==> src/sv/dfss_pkg.sv <==
// ----------------------------------------------------------------------------
// dfss_pkg
// shared constants and types for the decimal float string scanner
// ----------------------------------------------------------------------------
package dfss_pkg;

    // default sizes of the internal accumulators
    localparam int DFSS_MANT_BITS = 64;
    localparam int DFSS_EXP_BITS  = 16;

    // fixed widths of the result fields
    localparam int OUT_MANT_W = 64;
    localparam int OUT_EXP_W  = 16;
    // widest exponent accumulator plus margin for sign extension
    localparam int EXP_EXT_W  = 32;

    // character codes
    localparam logic [7:0] CH_ZERO  = 8'h30;
    localparam logic [7:0] CH_NINE  = 8'h39;
    localparam logic [7:0] CH_MINUS = 8'h2D;
    localparam logic [7:0] CH_PLUS  = 8'h2B;
    localparam logic [7:0] CH_DOT   = 8'h2E;
    localparam logic [7:0] CH_LOW_E = 8'h65;
    localparam logic [7:0] CH_UP_E  = 8'h45;

    // exponent sign codes
    typedef logic [1:0] t_esign;
    localparam t_esign ESIGN_NONE  = 2'd0;
    localparam t_esign ESIGN_PLUS  = 2'd1;
    localparam t_esign ESIGN_MINUS = 2'd2;

    // status flags handed from the scan core to the exponent stage
    typedef struct packed {
        logic   negative;
        t_esign esign;
        logic   sat;
    } t_scan_flags;

endpackage

==> src/sv/dfss_char_if.sv <==
// ----------------------------------------------------------------------------
// dfss_char_if
// character stream channel: one character or end marker per transfer
// ----------------------------------------------------------------------------
interface dfss_char_if;
    logic       valid;
    logic       ready;
    logic [7:0] char_code;
    logic       is_end;

    modport source (output valid, output char_code, output is_end, input ready);
    modport sink   (input valid, input char_code, input is_end, output ready);
endinterface

==> src/sv/dfss_result_if.sv <==
// ----------------------------------------------------------------------------
// dfss_result_if
// result channel: sign, integer mantissa and decimal exponent
// ----------------------------------------------------------------------------
interface dfss_result_if;
    logic               valid;
    logic               ready;
    logic               negative;
    logic [63:0]        mantissa;
    logic signed [15:0] dec_exponent;
    logic               overflow;

    modport source (output valid, output negative, output mantissa,
                    output dec_exponent, output overflow, input ready);
    modport sink   (input valid, input negative, input mantissa,
                    input dec_exponent, input overflow, output ready);
endinterface

==> src/sv/dfss_scan_core.sv <==
// ----------------------------------------------------------------------------
// dfss_scan_core
// per-character scan state and its update, registered on each step
// ----------------------------------------------------------------------------
module dfss_scan_core
    import dfss_pkg::*;
#(
    parameter int MANT_BITS = DFSS_MANT_BITS,
    parameter int EXP_BITS  = DFSS_EXP_BITS
) (
    input  logic                  i_clk,
    input  logic                  i_rst_n,
    input  logic                  i_step,
    input  logic [7:0]            i_char_code,
    input  logic                  i_is_end,
    output logic [MANT_BITS-1:0]  o_mant,
    output logic [EXP_BITS-2:0]   o_exp_acc,
    output logic [EXP_BITS-2:0]   o_frac_count,
    output t_scan_flags           o_flags
);

    localparam int EA_W = EXP_BITS - 1;

    logic [MANT_BITS-1:0] r_mant,      n_mant;
    logic [EA_W-1:0]      r_exp_acc,   n_exp_acc;
    logic [EA_W-1:0]      r_frac,      n_frac;
    logic                 r_neg,       n_neg;
    logic                 r_dot,       n_dot;
    // set by the exponent marker; exponent digits follow from then on
    logic                 r_exp_mode,  n_exp_mode;
    t_esign               r_esign,     n_esign;
    logic                 r_digits,    n_digits;
    logic                 r_stopped,   n_stopped;
    logic                 r_sat,       n_sat;

    logic                 num_char;
    logic [3:0]           digit;
    logic [MANT_BITS+3:0] mant_x10;
    logic [EA_W+3:0]      exp_x10;
    logic                 mant_ovf;
    logic                 exp_ovf;

    assign num_char = (i_char_code >= CH_ZERO) && (i_char_code <= CH_NINE);
    assign digit    = i_char_code[3:0];

    // times ten as shift-add, with four guard bits to spot overflow
    assign mant_x10 = ({4'b0, r_mant} << 3) + ({4'b0, r_mant} << 1)
                    + (MANT_BITS+4)'(digit);
    assign exp_x10  = ({4'b0, r_exp_acc} << 3) + ({4'b0, r_exp_acc} << 1)
                    + (EA_W+4)'(digit);
    assign mant_ovf = |mant_x10[MANT_BITS+3:MANT_BITS];
    assign exp_ovf  = |exp_x10[EA_W+3:EA_W];

    always_comb begin
        n_mant     = r_mant;
        n_exp_acc  = r_exp_acc;
        n_frac     = r_frac;
        n_neg      = r_neg;
        n_dot      = r_dot;
        n_exp_mode = r_exp_mode;
        n_esign    = r_esign;
        n_digits   = r_digits;
        n_stopped  = r_stopped;
        n_sat      = r_sat;
        if (i_is_end) begin
            n_mant     = '0;
            n_exp_acc  = '0;
            n_frac     = '0;
            n_neg      = 1'b0;
            n_dot      = 1'b0;
            n_exp_mode = 1'b0;
            n_esign    = ESIGN_NONE;
            n_digits   = 1'b0;
            n_stopped  = 1'b0;
            n_sat      = 1'b0;
        end else if (!r_stopped) begin
            if (num_char) begin
                if (r_exp_mode) begin
                    if (exp_ovf) begin
                        n_exp_acc = '1;
                        n_sat     = 1'b1;
                    end else begin
                        n_exp_acc = exp_x10[EA_W-1:0];
                    end
                    if (r_esign == ESIGN_NONE) begin
                        n_esign = ESIGN_PLUS;
                    end
                end else begin
                    n_digits = 1'b1;
                    if (mant_ovf) begin
                        n_mant = '1;
                        n_sat  = 1'b1;
                    end else begin
                        n_mant = mant_x10[MANT_BITS-1:0];
                    end
                    if (r_dot) begin
                        if (&r_frac) begin
                            n_sat = 1'b1;
                        end else begin
                            n_frac = r_frac + 1'b1;
                        end
                    end
                end
            end else if (!r_digits) begin
                // leading characters: minus sign and dot, anything else clears both
                if (i_char_code == CH_MINUS) begin
                    n_neg = 1'b1;
                end else if (i_char_code == CH_DOT) begin
                    n_dot = 1'b1;
                end else begin
                    n_neg = 1'b0;
                    n_dot = 1'b0;
                end
            end else if (!r_dot && !r_exp_mode && i_char_code == CH_DOT) begin
                n_dot = 1'b1;
            end else if (!r_exp_mode
                         && (i_char_code == CH_LOW_E || i_char_code == CH_UP_E)) begin
                n_exp_mode = 1'b1;
            end else if (r_exp_mode && r_esign == ESIGN_NONE
                         && i_char_code == CH_PLUS) begin
                n_esign = ESIGN_PLUS;
            end else if (r_exp_mode && r_esign == ESIGN_NONE
                         && i_char_code == CH_MINUS) begin
                n_esign = ESIGN_MINUS;
            end else begin
                n_stopped = 1'b1;
            end
        end
    end

    always_ff @(posedge i_clk) begin
        if (!i_rst_n) begin
            r_mant     <= '0;
            r_exp_acc  <= '0;
            r_frac     <= '0;
            r_neg      <= 1'b0;
            r_dot      <= 1'b0;
            r_exp_mode <= 1'b0;
            r_esign    <= ESIGN_NONE;
            r_digits   <= 1'b0;
            r_stopped  <= 1'b0;
            r_sat      <= 1'b0;
        end else if (i_step) begin
            r_mant     <= n_mant;
            r_exp_acc  <= n_exp_acc;
            r_frac     <= n_frac;
            r_neg      <= n_neg;
            r_dot      <= n_dot;
            r_exp_mode <= n_exp_mode;
            r_esign    <= n_esign;
            r_digits   <= n_digits;
            r_stopped  <= n_stopped;
            r_sat      <= n_sat;
        end
    end

    assign o_mant           = r_mant;
    assign o_exp_acc        = r_exp_acc;
    assign o_frac_count     = r_frac;
    assign o_flags.negative = r_neg;
    assign o_flags.esign    = r_esign;
    assign o_flags.sat      = r_sat;

    // a frozen scan ignores characters
    a_stopped_holds: assert property (@(posedge i_clk) disable iff (!i_rst_n)
        i_step && !i_is_end && r_stopped |=> $stable(r_mant) && $stable(r_exp_acc)
            && $stable(r_frac) && r_stopped)
        else $error("scan state changed after the scan stopped");

    // the end marker leaves the scan state clear
    a_end_clears: assert property (@(posedge i_clk) disable iff (!i_rst_n)
        i_step && i_is_end |=> r_mant == '0 && r_frac == '0 && r_exp_acc == '0
            && !r_digits && !r_stopped && !r_sat)
        else $error("scan state not cleared after end marker");

    // mantissa, fraction count and exponent only move once a digit came in
    a_digits_first: assert property (@(posedge i_clk) disable iff (!i_rst_n)
        !r_digits |-> r_mant == '0 && r_frac == '0 && !r_exp_mode && !r_stopped)
        else $error("scan progressed without a mantissa digit");

endmodule

==> src/sv/dfss_exp_final.sv <==
// ----------------------------------------------------------------------------
// dfss_exp_final
// combines exponent accumulator, its sign and the fraction count, with clamp
// ----------------------------------------------------------------------------
module dfss_exp_final
    import dfss_pkg::*;
#(
    parameter int EXP_BITS = DFSS_EXP_BITS
) (
    input  logic [EXP_BITS-2:0]   i_exp_acc,
    input  logic [EXP_BITS-2:0]   i_frac_count,
    input  t_scan_flags           i_flags,
    output logic [OUT_EXP_W-1:0]  o_dec_exponent,
    output logic                  o_overflow
);

    logic signed [EXP_BITS:0]     acc_s;
    logic signed [EXP_BITS:0]     term;
    logic signed [EXP_BITS:0]     diff;
    logic                         underflow;
    logic signed [EXP_BITS-1:0]   clamped;
    logic signed [EXP_EXT_W-1:0]  ext;

    assign acc_s = signed'({2'b00, i_exp_acc});

    always_comb begin
        case (i_flags.esign)
            ESIGN_PLUS:  term = acc_s;
            ESIGN_MINUS: term = -acc_s;
            default:     term = '0;
        endcase
    end

    assign diff = term - signed'({2'b00, i_frac_count});

    // the upper bound cannot be passed; only the low side needs a clamp
    assign underflow = diff[EXP_BITS] != diff[EXP_BITS-1];
    assign clamped   = underflow ? signed'({1'b1, {(EXP_BITS-1){1'b0}}})
                                 : diff[EXP_BITS-1:0];
    assign ext       = EXP_EXT_W'(clamped);

    assign o_dec_exponent = ext[OUT_EXP_W-1:0];
    assign o_overflow     = i_flags.sat | underflow;

endmodule

==> src/sv/decimal_float_string_scanner.sv <==
// ----------------------------------------------------------------------------
// decimal_float_string_scanner
// scans a decimal number string and reports sign, mantissa and exponent
// ----------------------------------------------------------------------------
// usage
//   i_char   : one transfer per character; is_end marks the end of a string,
//              its char_code is ignored
//   o_result : one transfer per end marker: value = +/- mantissa * 10^dec_exponent,
//              overflow flags a saturated mantissa or exponent
//   throughput: one character per cycle, end markers too while the result register is free
//   path: an end marker goes through the input register, then the result
//         register, which loads as the scan state clears
//   the per-character update is a times-ten shift-add on the mantissa or
//   exponent accumulator plus flag logic, combinational before the scan state register
//   reset: input and result registers empty, scan state clear
//   stall: a held result does not block characters; only a new end marker
//          waits in the input register, and then i_char.ready drops
// ----------------------------------------------------------------------------
module decimal_float_string_scanner
    import dfss_pkg::*;
#(
    parameter int MANT_BITS = DFSS_MANT_BITS,
    parameter int EXP_BITS  = DFSS_EXP_BITS
) (
    input  logic            i_clk,
    input  logic            i_rst_n,
    dfss_char_if.sink       i_char,
    dfss_result_if.source   o_result
);

    // input register
    logic       r_in_valid;
    logic [7:0] r_in_char;
    logic       r_in_end;

    // result register
    logic                  r_out_valid;
    logic                  r_out_neg;
    logic [OUT_MANT_W-1:0] r_out_mant;
    logic [OUT_EXP_W-1:0]  r_out_exp;
    logic                  r_out_ovf;

    logic                  out_free;
    logic                  advance;
    logic                  in_ready;

    logic [MANT_BITS-1:0]  w_mant;
    logic [EXP_BITS-2:0]   w_exp_acc;
    logic [EXP_BITS-2:0]   w_frac;
    t_scan_flags           w_flags;
    logic [OUT_EXP_W-1:0]  w_dec_exp;
    logic                  w_ovf;

    // characters always move on; an end marker needs a free result register
    assign out_free = !r_out_valid || o_result.ready;
    assign advance  = r_in_valid && (!r_in_end || out_free);
    assign in_ready = !r_in_valid || advance;

    assign i_char.ready = in_ready;

    always_ff @(posedge i_clk) begin
        if (!i_rst_n) begin
            r_in_valid <= 1'b0;
        end else if (in_ready) begin
            r_in_valid <= i_char.valid;
        end
    end

    always_ff @(posedge i_clk) begin
        if (in_ready && i_char.valid) begin
            r_in_char <= i_char.char_code;
            r_in_end  <= i_char.is_end;
        end
    end

    dfss_scan_core #(
        .MANT_BITS (MANT_BITS),
        .EXP_BITS  (EXP_BITS)
    ) u_core (
        .i_clk        (i_clk),
        .i_rst_n      (i_rst_n),
        .i_step       (advance),
        .i_char_code  (r_in_char),
        .i_is_end     (r_in_end),
        .o_mant       (w_mant),
        .o_exp_acc    (w_exp_acc),
        .o_frac_count (w_frac),
        .o_flags      (w_flags)
    );

    dfss_exp_final #(
        .EXP_BITS (EXP_BITS)
    ) u_exp (
        .i_exp_acc      (w_exp_acc),
        .i_frac_count   (w_frac),
        .i_flags        (w_flags),
        .o_dec_exponent (w_dec_exp),
        .o_overflow     (w_ovf)
    );

    // result valid: loaded by an end marker, cleared when taken
    always_ff @(posedge i_clk) begin
        if (!i_rst_n) begin
            r_out_valid <= 1'b0;
        end else if (advance && r_in_end) begin
            r_out_valid <= 1'b1;
        end else if (o_result.ready) begin
            r_out_valid <= 1'b0;
        end
    end

    // scan state still holds the whole string when the end marker steps
    always_ff @(posedge i_clk) begin
        if (advance && r_in_end) begin
            r_out_neg  <= w_flags.negative;
            r_out_mant <= OUT_MANT_W'(w_mant);
            r_out_exp  <= w_dec_exp;
            r_out_ovf  <= w_ovf;
        end
    end

    assign o_result.valid        = r_out_valid;
    assign o_result.negative     = r_out_neg;
    assign o_result.mantissa     = r_out_mant;
    assign o_result.dec_exponent = r_out_exp;
    assign o_result.overflow     = r_out_ovf;

    // a held end marker never steps into a result register that is still full
    a_no_result_overwrite: assert property (@(posedge i_clk) disable iff (!i_rst_n)
        r_out_valid && !o_result.ready |-> !(advance && r_in_end))
        else $error("result overwritten before transfer");

    // a pending item that could not step stays in the input register
    a_input_kept: assert property (@(posedge i_clk) disable iff (!i_rst_n)
        r_in_valid && !advance |=> r_in_valid && $stable(r_in_char) && $stable(r_in_end))
        else $error("pending input item lost");

    // a result appears only after an end marker stepped
    a_result_source: assert property (@(posedge i_clk) disable iff (!i_rst_n)
        $rose(r_out_valid) |-> $past(advance && r_in_end))
        else $error("result without end marker");

endmodule

==> src/flat_wrapper.sv <==
// flat-port wrapper written by rule: the top's interface ports become plain ports
module decimal_float_string_scanner_flat import dfss_pkg::*;
#(
    parameter int MANT_BITS = DFSS_MANT_BITS,
    parameter int EXP_BITS  = DFSS_EXP_BITS
)
  (i_clk, i_rst_n, i_char_valid, i_char_char_code, i_char_is_end, i_char_ready, o_result_valid, o_result_negative, o_result_mantissa, o_result_dec_exponent, o_result_overflow, o_result_ready);
  dfss_char_if i_char_i ();
  dfss_result_if o_result_i ();
  input  logic i_clk;
  input  logic i_rst_n;
  input wire logic [$bits(i_char_i.valid)-1:0] i_char_valid;
  input wire logic [$bits(i_char_i.char_code)-1:0] i_char_char_code;
  input wire logic [$bits(i_char_i.is_end)-1:0] i_char_is_end;
  output wire logic [$bits(i_char_i.ready)-1:0] i_char_ready;
  output wire logic [$bits(o_result_i.valid)-1:0] o_result_valid;
  output wire logic [$bits(o_result_i.negative)-1:0] o_result_negative;
  output wire logic [$bits(o_result_i.mantissa)-1:0] o_result_mantissa;
  output wire logic [$bits(o_result_i.dec_exponent)-1:0] o_result_dec_exponent;
  output wire logic [$bits(o_result_i.overflow)-1:0] o_result_overflow;
  input wire logic [$bits(o_result_i.ready)-1:0] o_result_ready;
  assign i_char_i.valid = i_char_valid;
  assign i_char_i.char_code = i_char_char_code;
  assign i_char_i.is_end = i_char_is_end;
  assign i_char_ready = i_char_i.ready;
  assign o_result_valid = o_result_i.valid;
  assign o_result_negative = o_result_i.negative;
  assign o_result_mantissa = o_result_i.mantissa;
  assign o_result_dec_exponent = o_result_i.dec_exponent;
  assign o_result_overflow = o_result_i.overflow;
  assign o_result_i.ready = o_result_ready;
  decimal_float_string_scanner #(.MANT_BITS(MANT_BITS), .EXP_BITS(EXP_BITS)) u_core (.i_clk(i_clk), .i_rst_n(i_rst_n), .i_char(i_char_i), .o_result(o_result_i));
endmodule
==> config.mk <==
export PLATFORM = sky130hd
export DESIGN_NAME = decimal_float_string_scanner_flat
export DESIGN_NICKNAME = d
export VERILOG_FILES = /design/src/sv/dfss_pkg.sv /design/src/sv/dfss_char_if.sv /design/src/sv/dfss_result_if.sv /design/src/sv/dfss_scan_core.sv /design/src/sv/dfss_exp_final.sv /design/src/sv/decimal_float_string_scanner.sv /design/src/flat_wrapper.sv
export SDC_FILE = /design/constraint.sdc
export NUM_CORES = 1
export LEC_CHECK = 0
export BUFFER_PORTS_ARGS = -buffer_cell sky130_fd_sc_hd__buf_2
export CAP_MARGIN = 0
export CORE_MARGIN = 4
export CORE_UTILIZATION = 30
export CTS_CLUSTER_DIAMETER = 100
export DETAILED_ROUTE_END_ITERATION = 8
export SETUP_SLACK_MARGIN = 0.05
export SYNTH_ARGS = -nofsm -noshare
export SYNTH_HDL_FRONTEND = slang
export SYNTH_SLANG_ARGS = --single-unit
==> constraint.sdc <==
create_clock -name i_clk -period 11.65 [get_ports i_clk]
set_input_delay 0 -clock i_clk [delete_from_list [all_inputs] [get_ports i_clk]]
set_output_delay 0 -clock i_clk [all_outputs]
set_load 0.005 [all_outputs]
==> results of run 1 <==
==> report_power, final <==
part | switching [mW] | internal, mW
Sequential | 0.00535 | 0.721
Combinational | 0.0277 | 0.0139
Clock | 0.284 | 0.373
Total | 0.317 | 1.11
==> cells in the mapped netlist, drive strengths merged (26+ instances only) <==
master  instances
o21ai         108
nand2         139
a21oi         127
clkbuf         52
a21o           34
ha            176
xnor2          67
nand3          26
inv            51
nor2          111
nand4          33
nor3           40
dfxtp         104
edfxtp         91
a221o          53
==> path summary, 6_finish.rpt <==
check,start,end,slack (ns),cells after the start
worst max-delay path,u_core.u_core.r_esign[1],u_core.o_result.dec_exponent[7],6.98,16
worst min-delay path,i_char_is_end,u_core.r_in_end,0.27,2
worst max register to register,u_core.u_core.r_esign[1],u_core.o_result.dec_exponent[7],6.98,16
worst min register to register,u_core.u_core.r_esign[1],u_core.u_core.r_esign[1],0.48,2
==> flip-flops by register name (all words and copies together), names as in the netlist, 2 cells and up <==
name and flops:
u_core.u_core.o_frac_count 15, u_core.r_in_char 8, u_core.u_core.o_exp_acc 15, u_core.o_result.dec_exponent 16, u_core.u_core.o_mant 64, u_core.u_core.r_esign 2
u_core.o_result.mantissa 64
==> area by class of cell <==
| cell class | count | area (um2) | share of cell area (%) |
|---|---|---|---|
| Clock buffer | 20 | 489 | 3.19 |
| Clock inverter | 12 | 163 | 1.06 |
| Inverter | 52 | 196 | 1.28 |
| Multi-Input combinational cell | 1166 | 8300 | 54.1 |
| Sequential cell | 195 | 4810 | 31.4 |
| Tap cell | 592 | 741 | 4.83 |
| Timing Repair Buffer | 112 | 633 | 4.13 |
==> worst max-delay path, cell delays in order, from the launching register on <==
cell      delay [ns]
dfxtp_1         0.36
inv_1           0.08
ha_1            0.33
and2_1          0.41
o21ai_0         0.18
ha_1            0.24
fa_1            0.38
nor2b_1         0.15
o21ai_0         0.13
a21oi_1         0.15
o21ai_0         0.11
a21boi_0        0.34
o21ai_0         0.25
a31oi_1         0.33
nand2_2         0.12
xnor2_2         0.68
nor2_1          0.14
==> cell families (layout without fill, tap and decap cells) <==
| kind of cell | Yosys count | count (layout) | synth area share, % |
|---|---|---|---|
| buffers and inverters | 114 | 196 | 3.53 |
| XOR/XNOR | 90 | 90 | 5.86 |
| AO/OA/AOI/OAI | 450 | 450 | 22.0 |
| flip-flops | 195 | 195 | 35.4 |
| AND/OR/NAND/NOR | 442 | 442 | 16.1 |
| adder cells (fa/ha/maj) | 181 | 181 | 16.9 |
| multiplexers | 3 | 3 | 0.230 |
==> timing repair <==
item                                   in CTS  in global routing
buffers inserted                            0                  0
hold buffers                               13                  0
endpoints found under the hold margin      12                  0
==> stage by stage <==
stage	instances	utilization, %	power (mW)	hold WS [ns]
after floorplan	1475	-	0.763	0.0989
after global placement	2104	32.7	0.780	0.180
after detailed placement	2104	32.7	0.780	0.179
after CTS	2149	34.5	1.44	0.259
after global routing	2149	34.5	1.47	0.260
final	2149	34.5	1.42	0.275
==> layer usage <==
metal / GRT usage, % / vias to the layer above
li1: - / 5675
met3: 2.45 / 47
met4: 3.24 / 0
met5: 0 / -
met2: 24.5 / 295
met1: 19.7 / 5506
==> impl_metrics.env, run 1 <==
export IMPL_status="finished clean"
export IMPL_syn_nets=1669
export IMPL_place_hpwl_mm=27.0
export IMPL_rsz0062_at_grt="no"
export IMPL_fillers=4596
export IMPL_gr_total_overflow=0
export IMPL_ant_nets=0
export IMPL_cp_end_kind="register"
export IMPL_avgSynthCellArea_um2=9.21
export IMPL_tightest_slew_ns=1.16
export IMPL_die_width_um=221
export IMPL_syn_area_um2=13600
export IMPL_grt_pass1_vias=11200
export IMPL_finalInstanceArea_um2=15300
export IMPL_netlist_instances=1475
export IMPL_setup_viol=0
export IMPL_clock_latency_ns=0.46
export IMPL_wl_mm=36.3
export IMPL_maxSlewHeadroom_pct=22.8
export IMPL_cts_tree="built"
export IMPL_grt_antenna_before_repair=1
export IMPL_drt_pre_antenna_iters=5
export IMPL_start_kind="register"
export IMPL_peakVddDrop_uv=73.8
export IMPL_post_synth_top_area_cell="edfxtp_1"
export IMPL_diodes=0
export IMPL_track_usage_pct=14.5
export IMPL_wl_per_cell_um=16.9
export IMPL_start_util_pct=30.5
export IMPL_synth_ff_type="dfxtp_1"
export IMPL_period_needed_ns=4.67
export IMPL_synthTopCellsByArea="edfxtp_1 20%, ha_1 16%, dfxtp_1 15%"
export IMPL_timing_final_crit_share_pct=40.1
export IMPL_yosys_register_bits=195
export IMPL_num_vias=11500
export IMPL_async_reset_ff_share_pct=0
export IMPL_place_congestion=0.884
export IMPL_dieArea_um2=48800
export IMPL_yosysTopAreaCellShare_pct=20.1
export IMPL_max_freq_ghz=0.214
export IMPL_die_height_um=221
export IMPL_cp_arrival_ns=4.84
export IMPL_cts_root_buf="clkbuf_16"
export IMPL_cts_htree_levels=4
export IMPL_synth_edf_count=91
export IMPL_syn2layout_area_growth_pct=12.9
export IMPL_drc_errors=0
export IMPL_pin_count=97
export IMPL_yosysWarnings=0
export IMPL_p_leak_nw=6.73
export IMPL_cts_made_buffers=17
export IMPL_synthDistinctLibCells=80
export IMPL_wl_met3_mm=1.50
export IMPL_final_cell_mix="176 x ha_1, 138 x nand2_1, 127 x a21oi_1, 109 x nor2_1, 104 x dfxtp_1"
export IMPL_rows=77
export IMPL_layout_drive_gt1_share_pct=10.1
export IMPL_vias_per_cell=5.36
export IMPL_dr_max_layer_used="met4"
export IMPL_dr_first_iter_drc_count=886
export IMPL_cp_max_fo=16
export IMPL_layout_nets=1738
export IMPL_coreArea_um2=44500
export IMPL_synth_seq_area_share_pct=35.4
export IMPL_place_area_um2=14600
export IMPL_skew_ns=0.0160
export IMPL_slew_violations=0
export IMPL_drv_cap=0
export IMPL_mostFrequentLayoutCell="ha_1"
export IMPL_tns_ns=0
export IMPL_cts_resized=0
export IMPL_crit_required_ns=11.82
export IMPL_clk_pin_slew_ns=0.07
export IMPL_met2WireLength_mm=17.2
export IMPL_grt_max_degree=60
export IMPL_pre_cts_ws_ns=7.11
export IMPL_power_density_nw_per_um2=92.9
export IMPL_clock_sinks=195
export IMPL_clock_path_buffers=2
export IMPL_wl_met1_mm=17.0
export IMPL_hp_class="input pin to register"
export IMPL_grt_pass1_wl_mm=59.1
export IMPL_fin_ws_ns=6.98
export IMPL_portBuffers=96
export IMPL_final_hold_violation_count=0
export IMPL_crit_type="register to register"
No activity file was read; power rests on OpenSTA's default activity.
==> run 2, diff against run 1 <==
- clock period: 11.65 -> 4.15 ns (I/O delays scaled with it)
==> run 2 against run 1 <==
Effect of this change: die area unchanged; setup slack got worse by 6.8 ns; non-clock buffer count increased by 46; wire length increased by 0.15%; critical endpoint is now u_core.o_result.dec_exponent[9]; highest routed layer unchanged.
==> impl_metrics.env, run 2 (synthesized netlist as in run 1, its figures left out) <==
export IMPL_rr_endpoint="u_core.o_result.dec_exponent[9]"
export IMPL_cts_tree="built"
export IMPL_clock_path_buffers=2
export IMPL_cp_endpoint="u_core.o_result.dec_exponent[9]"
export IMPL_crit_path_cell_trace="inv_1 > ha_2 > or3b_4 > nand4b_1 > nor3_4 > buf_4 > o31ai_1 > ha_1 > or3_4 > or3_4 > o21ai_4 > o211ai_1 > buf_4 > xnor2_4 > clkbuf_16 > nor3b_2"
export IMPL_worst_r2r_startpoint="u_core.u_core.o_exp_acc[0]"
export IMPL_hp_class="input pin to register"
export IMPL_grt_pass1_wl_mm=57.9
export IMPL_place_congestion=0.892
export IMPL_clock_latency_ns=0.46
export IMPL_portBuffers=96
export IMPL_max_freq_ghz=0.251
export IMPL_crit_path_top_delay_cell="or3_4"
export IMPL_grt_antenna_before_repair=0
export IMPL_clk_pin_slew_ns=0.07
export IMPL_crit_family="simple AND/OR/NAND/NOR gates"
export IMPL_fin_util_pct=35.5
export IMPL_slew_violations=0
export IMPL_drv_cap=0
export IMPL_rows=77
export IMPL_crit_type="register to register"
export IMPL_tns_ns=0
export IMPL_wl_mm=36.3
export IMPL_die_height_um=221
export IMPL_reg2reg_depth=16
export IMPL_drc_errors=0
export IMPL_dr_first_iter_drc_count=811
export IMPL_setup_viol=0
export IMPL_layout_nets=1784
export IMPL_maxSlewHeadroom_pct=39.7
export IMPL_hp_start="i_char_char_code[7]"
export IMPL_syn2layout_area_growth_pct=16.2
export IMPL_vias_per_cell=5.24
export IMPL_peakVddDrop_uv=217
export IMPL_start_kind="register"
export IMPL_p_leak_nw=6.97
export IMPL_cp_max_fo=7
export IMPL_power_density_nw_per_um2=239
export IMPL_mostFrequentLayoutCell="ha_1"
export IMPL_cp_end_kind="register"
export IMPL_ant_nets=0
export IMPL_track_usage_pct=14.3
export IMPL_gr_total_overflow=0
export IMPL_clock_sinks=195
export IMPL_crit_cells=16
export IMPL_status="finished clean"
export IMPL_tightest_slew_ns=0.903
export IMPL_place_hpwl_mm=27.3
export IMPL_start_util_pct=30.5
export IMPL_dieArea_um2=48800
export IMPL_crit_required_ns=4.34
export IMPL_skew_ns=0.0153
export IMPL_cts_made_buffers=17
export IMPL_drt_pre_antenna_iters=7
export IMPL_cts_root_buf="clkbuf_16"
export IMPL_rsz0062_at_grt="no"
export IMPL_critPathLaunch="u_core.u_core.o_exp_acc[0]"
export IMPL_slowest_delay_ns=0.39
export IMPL_num_vias=11500
export IMPL_layout_drive_gt1_share_pct=14.2
export IMPL_worst_r2r_setup_slack_ns=0.17
export IMPL_diodes=0
export IMPL_coreArea_um2=44500
export IMPL_final_cell_mix="174 x ha_1, 138 x nand2_1, 126 x a21oi_1, 109 x nor2_1, 101 x dfxtp_1"
export IMPL_final_hold_violation_count=0
export IMPL_timing_final_crit_share_pct=96.0
export IMPL_pin_count=97
export IMPL_wl_per_cell_um=16.5
export IMPL_crit_buf_inv=4
export IMPL_cp_arrival_ns=4.18
export IMPL_grt_max_degree=56
export IMPL_die_width_um=221
export IMPL_grt_pass1_vias=11100
export IMPL_cts_htree_levels=4
export IMPL_period_needed_ns=3.98
-- run 2: power by group --
group | internal, mW | leakage (nW) | switching [mW] | total, mW
logic | 0.0514 | 4.92 | 0.0838 | 0.135
clock network | 0.837 | 0.284 | 0.762 | 1.60
registers | 2.02 | 1.78 | 0.0116 | 2.03
total | 2.91 | 6.97 | 0.857 | 3.77
-- run 2: area by class of cell --
class	instances	area (um2)
clock inverters	11	72.6
inverters	52	196
repair buffers	158	1030
clock buffers	21	482
multi-input cells	1166	8450
fillers	4545	28700
flip-flops and latches	195	4820
well taps	592	741
-- run 2: worst min path at each step --
stage	to	depth (start not counted)	slack, ns
CTS	u_core.r_in_char[6]	2	0.25
global placement	u_core.r_in_char[0]	1	0.18
finish	u_core.r_in_char[7]	2	0.28
global route	u_core.r_in_char[7]	2	0.26
detailed placement	u_core.r_in_char[0]	1	0.18
floorplan	u_core.r_in_char[0]	0	0.1
-- run 2: metrics by stage --
step	hold slack (ns)	setup WS [ns]	power [mW]	cells	cell area [um2]
CTS	0.252	0.0530	3.81	2179	15500
global placement	0.179	0.116	2.20	2132	14800
detailed placement	0.179	0.0559	2.20	2132	14800
floorplan	0.0989	0.347	2.14	1475	13600
global route	0.259	0.0164	3.90	2195	15800
finish	0.282	0.166	3.77	2195	15800
-- run 2: worst register-to-register path: stages (launching register included) --
cell and delay [ns]:
dfxtp_4 0.37, inv_1 0.06, ha_2 0.16, or3b_4 0.37, nand4b_1 0.29, nor3_4 0.27
buf_4 0.15, o31ai_1 0.08, ha_1 0.22, or3_4 0.39, or3_4 0.37, o21ai_4 0.20
o211ai_1 0.11, buf_4 0.18, xnor2_4 0.26, clkbuf_16 0.21, nor3b_2 0.04
-- run 2: what timing repair did --
action | CTS | global route
resized for setup | 1 | 39
endpoints found under the setup margin | 3 | 89
endpoints found under the hold margin | 12 | 0
pin swaps | 1 | 13
hold buffers | 13 | 0
gates cloned | 0 | 1
setup buffers | 2 | 15
-- run 2: layer usage --
layer / GRT usage (%) / wire (um)
met4: 3.44 / 578
met3: 2.46 / 1310
met5: 0 / 0
met2: 24.4 / 17500
met1: 19.0 / 17000
==> run 3, diff against run 2 <==
- BUFFER_PORTS_ARGS: -buffer_cell sky130_fd_sc_hd__buf_2 -> default
- DONT_BUFFER_PORTS: default -> 1
- SYNTH_HIERARCHICAL: default -> 1
==> run 3 against run 2 <==
Effect of this change: the flow now finishes with violations (setup timing); final area down 0.86%; clock skew rose by 0.0056 ns; core utilization shrank 0.90 points; sequential power about the same; count of clock-buffer cells in the layout shrank 4; maximum frequency is 5.3% lower; clock power is 11% higher; via count is 0.37% lower; register-to-register slack worse by 0.22 ns.
==> impl_metrics.env, run 3 <==
export IMPL_final_hold_violation_count=0
export IMPL_clk_pin_slew_ns=0.08
export IMPL_rows=78
export IMPL_yosysWarnings=6
export IMPL_synth_ff_type="dfxtp_1"
export IMPL_coreArea_um2=45300
export IMPL_power_density_nw_per_um2=252
export IMPL_top_usage_layer="met2"
export IMPL_slew_violations=0
export IMPL_combPwrFrac_pct=3.2
export IMPL_async_reset_ff_share_pct=0
export IMPL_diodes=0
export IMPL_mostFrequentLayoutCell="ha_1"
export IMPL_drc_errors=0
export IMPL_violations="setup timing"
export IMPL_post_synth_top_area_cell="edfxtp_1"
export IMPL_wl_per_cell_um=16.8
export IMPL_die_width_um=222
export IMPL_p_clk_share_pct=44.9
export IMPL_switchingPower_uw=946
export IMPL_drt_pre_antenna_iters=5
export IMPL_p_leak_nw=6.65
export IMPL_final_instance_count_excl_fill=2150
export IMPL_peakVddDrop_uv=331
export IMPL_start_kind="register"
export IMPL_grt_util_met2_pct=23.2
export IMPL_timing_final_crit_share_pct=101
export IMPL_fillers=4627
export IMPL_vias_per_cell=5.33
export IMPL_skew_ns=0.0210
export IMPL_portBuffers=0
export IMPL_use_met3_pct=3.36
export IMPL_syn2layout_area_growth_pct=14.0
export IMPL_layout_drive_gt1_share_pct=10.0
export IMPL_cp_end_kind="register"
export IMPL_grt_pass1_vias=11300
export IMPL_synth_most_common_cell="ha_1"
export IMPL_cp_max_fo=5
export IMPL_drv_cap=0
export IMPL_regArea_um2=4820
export IMPL_final_cell_mix="175 x ha_1, 137 x nand2_1, 127 x a21oi_1, 123 x o21ai_0, 110 x nor2_1"
export IMPL_reg2reg_depth=18
export IMPL_p_int_mw=3.00
export IMPL_clock_latency_ns=0.48
export IMPL_track_usage_pct=14.3
export IMPL_yosysTopAreaCellShare_pct=19.9
export IMPL_max_freq_ghz=0.238
export IMPL_worst_r2r_setup_slack_ns=-0.06
export IMPL_pre_cts_ws_ns=-0.210
export IMPL_dr_first_iter_drc_count=671
export IMPL_layout_nets=1732
export IMPL_cts_htree_levels=4
export IMPL_netlist_instances=1506
export IMPL_synthDistinctLibCells=78
export IMPL_wl_mm=36.1
export IMPL_hold_depth=2
export IMPL_met1_usage_pct=19.0
export IMPL_synthTopCellsByArea="edfxtp_1 20%, ha_1 16%, dfxtp_1 15%"
export IMPL_avgSynthCellArea_um2=9.12
export IMPL_cts_root_buf="clkbuf_16"
export IMPL_tightest_slew_ns=0.973
export IMPL_swShare_pct=24.0
export IMPL_synth_common_cells="177 x ha_1, 137 x nand2_1, 135 x a21oi_1"
export IMPL_cts_made_buffers=17
export IMPL_seqPwrFrac_pct=51.9
export IMPL_gr_total_overflow=0
export IMPL_grt_antenna_before_repair=0
export IMPL_place_hpwl_mm=26.9
export IMPL_hp_class="input pin to register"
export IMPL_crit_required_ns=4.44
export IMPL_die_height_um=222
export IMPL_start_util_pct=30.3
export IMPL_fin_ws_ns=-0.0591
export IMPL_grt_pass1_wl_mm=58.6
export IMPL_cp_endpoint="u_core/o_result.dec_exponent[14]"
export IMPL_critPathLaunch="u_core/u_core/o_exp_acc[0]"
export IMPL_hold_ws_ns=0.0251
export IMPL_cts_tree="built"
export IMPL_dieArea_um2=49300
export IMPL_cp_arrival_ns=4.50
export IMPL_rsz0062_at_grt="yes"
export IMPL_synth_edf_count=91
export IMPL_syn_area_um2=13700
export IMPL_syn_nets=1701
export IMPL_crit_type="register to register"
export IMPL_clock_sinks=195
export IMPL_place_congestion=0.895
export IMPL_setup_viol=1
export IMPL_multiInputGateArea_um2=8590
export IMPL_rr_endpoint="u_core/o_result.dec_exponent[14]"
export IMPL_pin_count=97
export IMPL_status="finished, violations left"
export IMPL_synth_seq_area_share_pct=35.0
export IMPL_num_vias=11500
export IMPL_maxSlewHeadroom_pct=34.7
export IMPL_yosys_register_bits=195
export IMPL_place_area_um2=14600
export IMPL_period_needed_ns=4.21
export IMPL_dp_cells=2095
export IMPL_grt_max_degree=65
export IMPL_worst_r2r_startpoint="u_core/u_core/o_exp_acc[0]"
export IMPL_finalInstanceArea_um2=15700
export IMPL_ant_nets=0
export IMPL_clock_path_buffers=2
-- run 3: critical path: stages (launching register included) --
cell	delay, ns
dfxtp_2	0.33
inv_2	0.06
ha_4	0.12
or3b_4	0.37
or4_4	0.47
buf_6	0.15
nor4_4	0.13
xor2_1	0.16
o21ai_1	0.07
ha_1	0.33
nand2_1	0.10
o21a_1	0.22
a21boi_2	0.16
o21ai_2	0.07
o21ai_1	0.09
a21bo_2	0.22
ha_4	0.26
or4b_4	0.51
o211ai_1	0.22
-- run 3: how the worst min path moves through the flow --
stage	startpoint	endpoint	slack (ns)
after CTS	o_result_ready	u_core/o_result.mantissa[0]	0.007
after global placement	i_char_char_code[6]	u_core/r_in_char[6]	0.1
after detailed placement	i_char_is_end	u_core/r_in_end	0.1
after floorplan	i_char_char_code[0]	u_core/r_in_char[0]	0.1
after global routing	o_result_ready	u_core/o_result.mantissa[2]	0.02
final	i_rst_n	u_core/u_core/o_mant[58]	0.03
-- run 3: cell type report --
type                            instances  share of cell area [%]
Clock buffer                           17                    2.72
Clock inverter                         15                    1.38
Inverter                               41                   0.983
Multi-Input combinational cell       1201                    54.9
Sequential cell                       195                    30.8
Tap cell                              600                    4.79
Timing Repair Buffer                   81                    4.51
-- run 3: timing repair --
action | CTS | global route
gates cloned | 1 | 1
pin swaps | 18 | 15
resized for setup | 24 | 15
hold buffers | 13 | 0
hold endpoints to repair | 22 | 0
setup endpoints to repair | 6 | 77
buffers inserted | 4 | 5
-- run 3: through the flow --
stage          TNS, ns  utilization, %  total power [mW]
6_report       -0.0591            34.6              3.95
5_1_grt         -0.695            34.6              4.09
4_1_cts         -0.334            34.4              4.00
3_5_place_dp    -0.210            32.3              2.20
3_3_place_gp    -0.112            32.3              2.20
2_1_floorplan   -0.224               -              2.17
-- run 3: power groups by stage --
| stage | Sequential, mW | Clock [mW] | Combinational, mW |
|---|---|---|---|
| finish | 2.05 | 1.78 | 0.125 |
| global route | 2.06 | 1.90 | 0.139 |
| CTS | 2.05 | 1.83 | 0.127 |
| detailed placement | 2.10 | 0 | 0.106 |
| global placement | 2.10 | 0 | 0.103 |
| floorplan | 2.09 | 0 | 0.0748 |
-- run 3: kinds of logic (layout without fill, tap and decap cells) --
group	after synthesis	in the layout	share of synthesized area, %
AOI/OAI and AO/OA	478	478	22.6
xor gates and xnor gates	86	86	5.48
adders and majority gates	182	182	16.8
buffers and inverters	110	154	3.58
DFF	195	195	35.0
muxes	3	3	0.237
and+or+nand+nor	452	452	16.2
-- run 3: layer usage --
metal / up-vias / wire length, um
met5: - / 0
met2: 222 / 16600
met1: 5479 / 17200
met4: 0 / 538
li1: 5725 / -
met3: 36 / 1710
